## config.mk

```make
export PLATFORM = sky130hd
export DESIGN_NAME = knn_cell
export DESIGN_NICKNAME = d
export VERILOG_FILES = /design/src/sv/knn_top_k_distance_classifier_defines.svh /design/src/sv/knn_pkg.sv /design/src/sv/knn_cell.sv
export SDC_FILE = /design/constraint.sdc
export NUM_CORES = 1
export LEC_CHECK = 0
export BUFFER_PORTS_ARGS = -buffer_cell sky130_fd_sc_hd__buf_2
export CELL_PAD_IN_SITES_DETAIL_PLACEMENT = 0
export CELL_PAD_IN_SITES_GLOBAL_PLACEMENT = 2
export CORE_MARGIN = 1
export CORE_UTILIZATION = 26
export CTS_BUF_LIST = sky130_fd_sc_hd__clkbuf_8
export DETAILED_ROUTE_END_ITERATION = 16
export PLACE_DENSITY_LB_ADDON = 0.1
export SLEW_MARGIN = 30
export SYNTH_ARGS = -nofsm -noshare
export SYNTH_HDL_FRONTEND = slang
export SYNTH_SLANG_ARGS = --single-unit
```

## constraint.sdc

```tcl
create_clock -name i_clk -period 5.4 [get_ports i_clk]
set_clock_uncertainty 0.05 [all_clocks]
set_input_delay 0.81 -clock i_clk [delete_from_list [all_inputs] [get_ports i_clk]]
set_output_delay 0.81 -clock i_clk [all_outputs]
set_load 0.03 [all_outputs]
```

## src/sv/knn_top_k_distance_classifier_defines.svh

```systemverilog
// Assertion macros shared by the k-nearest-neighbour classifier RTL.
`ifndef KNN_TOP_K_DISTANCE_CLASSIFIER_DEFINES_SVH
`define KNN_TOP_K_DISTANCE_CLASSIFIER_DEFINES_SVH

// Same-cycle implication, disabled during reset.
`define KNN_ASSERT_NOW(lbl, ante, cons, msg) \
    lbl: assert property (@(posedge i_clk) disable iff (!i_rst_n) (ante) |-> (cons)) \
        else $error(msg);

// Next-cycle implication, disabled during reset.
`define KNN_ASSERT_NEXT(lbl, ante, cons, msg) \
    lbl: assert property (@(posedge i_clk) disable iff (!i_rst_n) (ante) |=> (cons)) \
        else $error(msg);

`endif

```

## src/sv/knn_pkg.sv

```systemverilog
// Types, constants and operation codes of the k-nearest-neighbour classifier.
package knn_pkg;

    localparam int MAX_NEIGHBOURS_DEF = 9;
    localparam int IMAGE_PIXELS_DEF   = 28 * 28;

    localparam int DIST_W  = 26;
    localparam int LABEL_W = 4;
    localparam int PIX_W   = 8;
    localparam int IDX_W   = 10;
    localparam int RANK_W  = 4;
    localparam int CNT_CFG_W = 4;

    localparam logic [DIST_W-1:0]    DIST_MAX     = {DIST_W{1'b1}};
    localparam logic [CNT_CFG_W-1:0] ACTIVE_RESET = 4'd9;

    localparam logic [1:0] OP_LOAD   = 2'd0;
    localparam logic [1:0] OP_REF    = 2'd1;
    localparam logic [1:0] OP_REPORT = 2'd2;
    localparam logic [1:0] OP_CLEAR  = 2'd3;

    typedef struct packed {
        logic [1:0]         op;
        logic [IDX_W-1:0]   pixel_index;
        logic [PIX_W-1:0]   pixel_value;
        logic [LABEL_W-1:0] ref_label;
        logic               last_pixel;
    } t_request;

    typedef struct packed {
        logic [RANK_W-1:0]  rank;
        logic [DIST_W-1:0]  neighbour_distance;
        logic [LABEL_W-1:0] neighbour_label;
        logic               entry_valid;
        logic               last_entry;
    } t_result;

    // One list slot as held by a chain cell.
    typedef struct packed {
        logic               valid;
        logic [DIST_W-1:0]  distance;
        logic [LABEL_W-1:0] label;
    } t_slot;

    // Command broadcast to every cell of the chain.
    typedef struct packed {
        logic               insert;
        logic               clear;
        logic               rotate;
        logic [DIST_W-1:0]  distance;
        logic [LABEL_W-1:0] label;
    } t_chain_ctrl;

endpackage

```

## src/sv/knn_cell.sv

```systemverilog
// One slot of the sorted neighbour chain: insert-shift, rotate and clear.
module knn_cell import knn_pkg::*; (
    input  logic        i_clk,
    input  logic        i_rst_n,
    input  t_chain_ctrl i_ctrl,
    input  logic        i_active,
    input  logic        i_wrap,
    input  logic        i_take_prev,
    input  t_slot       i_prev,
    input  t_slot       i_next,
    input  t_slot       i_head,
    output logic        o_take,
    output t_slot       o_slot
);

    logic               r_valid;
    logic [DIST_W-1:0]  r_dist;
    logic [LABEL_W-1:0] r_label;
    logic               w_here;
    t_slot              w_load;
    logic               w_load_en;

    // New entry lands at the first active slot that is empty or strictly farther;
    // every active slot after it takes its left neighbour.
    assign w_here = !r_valid || (i_ctrl.distance < r_dist);
    assign o_take = i_ctrl.insert && i_active && (i_take_prev || w_here);

    always_comb begin
        w_load    = i_next;
        w_load_en = 1'b0;
        priority if (o_take) begin
            w_load_en = 1'b1;
            if (i_take_prev) begin
                w_load = i_prev;
            end else begin
                w_load = '{valid: 1'b1, distance: i_ctrl.distance, label: i_ctrl.label};
            end
        end else if (i_ctrl.rotate && i_active) begin
            w_load_en = 1'b1;
            w_load    = i_wrap ? i_head : i_next;
        end else begin
            w_load_en = 1'b0;
        end
    end

    always_ff @(posedge i_clk) begin
        if (!i_rst_n) begin
            r_valid <= 1'b0;
        end else if (i_ctrl.clear) begin
            r_valid <= 1'b0;
        end else if (w_load_en) begin
            r_valid <= w_load.valid;
        end
    end

    always_ff @(posedge i_clk) begin
        if (i_ctrl.clear) begin
            r_dist  <= '0;
            r_label <= '0;
        end else if (w_load_en) begin
            r_dist  <= w_load.distance;
            r_label <= w_load.label;
        end
    end

    assign o_slot = '{valid: r_valid, distance: r_dist, label: r_label};

endmodule

```

==> metrics list <==
- Horizontal die dimension: 110 µm
- The floorplan has 39 rows.
- The number of global-route vias before repair is 3107.
* Relative slew slack: 0.574
- The congestion estimate from routability-driven global placement came to 0.793.
- Counting both buffers and inverters, the worst setup path holds a total of 2.
* Register bit total from synthesis: 31
- Data arrival time of the worst path: 2.65 ns
- Critical setup path kind: in2out
- Post-CTS timing repair inserted 0 buffers for setup.
- Clk Tree Root Cell: sky130_fd_sc_hd__clkbuf_8
- The total overflow left after global routing is 0.
- 0 antenna diodes ended up in the layout.
- Dominant combinational cell family by area after synthesis: compound AO/OA/AOI/OAI gates
- In the global route stage, overall resource usage came out at 0.173.
- Cell accounting for the most synthesized area: sky130_fd_sc_hd__dfxtp_1
- Area of the core: 11400 µm²
- Ratio of cells with drive above 1 in the final layout: 0.402
* Complex-gate fraction of the synthesized area: 0.217
* DP HPWL: 7200 µm
- In this run the worst hold path is classified as reg2reg.
- Setup repair after global routing left no endpoint under its margin.
- Counting stages on the worst path, the most repeated cell is sky130_fd_sc_hd__buf_2.
* Pins over their slew limit: 0
- The worst setup path is launched from an input port.
- Number of buffers inserted for hold repair after clock tree synthesis: 0
- Dividing total power by cell area gives a power density of 188 nW/µm².
- Global-route wire length before repair: 15800 µm
- Mean area per synthesized cell: 8.02 µm²
- Of the total synthesized cell area, the portion taken by XOR and XNOR cells is 0.
- Area overhead of the layout relative to synthesis: 32.3%
- Number of H-tree branching levels: 2
- In this run the vertical extent of the chip is 110 µm.
- After detailed routing, the number of vias per cell comes to 4.89.
* Fin Setup TNS: 0 ns
- Final min period: 3.51 ns
* Basic-gate share of the synthesized area counting and, or, nand and nor cells: 0.182
- Leakage: 1.97 nW
- The library cell used most frequently in the layout, excluding fill and tap cells, is sky130_fd_sc_hd__buf_2.
- When the netlist entered floorplanning its net count stood at 533.
- In the routed design, unresolved DRC markers number 0.
* Number of nets in the layout: 673
* Cell count along the critical path: 8
- The library cells used most frequently in the layout, excluding fill and tap cells, are sky130_fd_sc_hd__buf_2, sky130_fd_sc_hd__nor2_1, sky130_fd_sc_hd__mux2i_1, sky130_fd_sc_hd__a21oi_1, sky130_fd_sc_hd__nand4_1.
- Detailed Routing Iterations Pass 1: 4
* Period utilisation layout: 0.650
* Antenna violations before repair: 0
- Clock-pin slew was measured on the worst setup and hold paths at 0.07 ns.
- Entering global routing, the biggest net connects 63 pins.
- After the first detailed-routing iteration, the DRC count stood at 96.
* Cell with the largest stage delay on the worst path: sky130_fd_sc_hd__nor4_2
- Number of buffers created by CTS: 5
- IR analysis of the VDD net gives a maximum drop of 0.0000754 V.
* Number of maximum-capacitance constraint violations: 0
- Maximum clock rate: 285 MHz
- Of the total synthesized cell area, the portion taken by full adders, half adders and majority gates is 0.103.
* Clock Path Buffers: 2
- Required time at the worst-slack endpoint: 4.54 ns
- Top cells by area, synth: sky130_fd_sc_hd__dfxtp_1, sky130_fd_sc_hd__mux2i_1, sky130_fd_sc_hd__o31ai_2
- The mapped netlist covers 3020 µm².
- Number of I/O port buffers: 162
* Total vias in the final route: 3234
- Cell Chain, Critical Path: buf_2, ha_1, nand4_1, nor4_2, nand2_1, a31o_1, and3_2, buf_2
- The clock reaches the later pin of the worst-skew pair after 0.29 ns.
- Once detail routing completed, the nets flagged for antenna violations numbered 0.
- Counting instances, the worst hold path has a depth of 2.
- Broken down by cell family, the worst path's largest delay share belongs to simple AND/OR/NAND/NOR gates.
- The floorplan step defined a die boundary enclosing 12100 µm².
- The number of gates resized after CTS was 0.
* Area after DPL: 3900 µm²
* Power, Total: 0.752 mW
- After synthesis, the share of cell area in mux cells is 0.202.
- Fill cell total of the finished layout: 1268
- TritonCTS built the clock tree.
- Dividing the detail-routed wire length by the instance count gives 15.5 µm.
- The number of different library cells used by synthesis comes to 30.
* Outcome: finished clean
* Overall routed net length: 10200 µm
- Slowest cell delay on critical path: 0.50 ns
* Number of failing hold endpoints at the final stage: 0
- Finished Cell Area: 4000 µm²
* Register area share after synthesis: 0.205
- Synthesis produced 377 cells.
- For this run, the share of the core covered by cells in the final layout is 0.352.
- CTS sink cnt: 31
- Reg2Reg Depth: 9
- At the pin with the least slew margin, the transition time is 0.638 ns.
- Maximum fanout along the worst path: 3
- The initial utilization of the core area, before any placement, comes to 0.266.
- Total I/O pin count: 163
* Kind of end point of the critical path: output port
* Final Setup Violations: 0
- Number of warning messages in the yosys log: 0
* Share of Yosys cell area claimed by the top area cell type: 0.205
cell families after synthesis:
| group | count (synthesis) |
|---|---|
| AOI/OAI and AO/OA | 81 |
| adders and majority gates | 25 |
| buffers and inverters | 63 |
| DFF | 31 |
| muxes | 61 |
| and+or+nand+nor | 116 |
power by group:
part | internal (mW) | switching, mW
Combinational | 0.118 | 0.164
Clock | 0.115 | 0.0961
Sequential | 0.246 | 0.0133
final timing paths:
check,from,end,slack (ns)
min reg2reg,r_dist[4],r_dist[4],0.52
max,i_ctrl[28],o_take,1.89
max reg2reg,r_dist[24],r_valid,2.69
min,r_dist[4],r_dist[4],0.52
cell usage after synthesis, drive strengths merged:
| master | count |
|---|---|
| nor2 | 63 |
| mux2i | 61 |
| a21oi | 39 |
| nand4 | 34 |
| dfxtp | 31 |
| o31ai | 30 |
| inv | 27 |
| clkbuf | 25 |
| ha | 25 |
| buf | 11 |
| nand2 | 9 |
| o21ai | 4 |
| nand2b | 3 |
| a211oi | 2 |
| nand3 | 2 |
| a2111o | 1 |
| a221oi | 1 |
| a31o | 1 |
| a41oi | 1 |
| and2 | 1 |
| and3 | 1 |
| nand3b | 1 |
| nor3 | 1 |
| nor4 | 1 |
| o2111a | 1 |
| o211ai | 1 |
flip-flops by register name, summed over array words and instances, names as in the netlist:
signal   flops
r_dist      26
r_label      4
r_valid      1
tightest hold or removal path, delay by kind of cell (launching register included):
kind	cells	cell delay, ns
compound gates	2	0.20
flops	1	0.33
metal layers:
layer  wire length (µm)  GRT usage  share of wire  up-vias
li1                   -          -              -     1639
met1               4750      0.223           0.46     1483
met2               4700      0.292           0.46      105
met3                658     0.0332          0.064        7
met4                119     0.0467          0.012        0
met5                  0          0              0        -
layout make-up:
type                    instances  area (µm²)  share of cell area
clock buffers                   7        96.3              0.0241
clock inverters                 1        3.75            0.000938
repair buffers                169         866               0.216
inverters                      27         101              0.0253
well taps                     143         179              0.0447
flip-flops and latches         31         621               0.155
multi-input cells             283        2130               0.533
through the flow:
stage / cells / hold WS, ns / setup slack, ns
2_1_floorplan: 377 / 0.561 / 2.16
3_3_place_gp: 653 / 0.502 / 1.92
3_5_place_dp: 653 / 0.522 / 1.91
4_1_cts: 661 / 0.529 / 1.90
5_1_grt: 661 / 0.548 / 1.77
6_report: 661 / 0.525 / 1.89
Note: power is estimated with default switching activity, not from simulation.
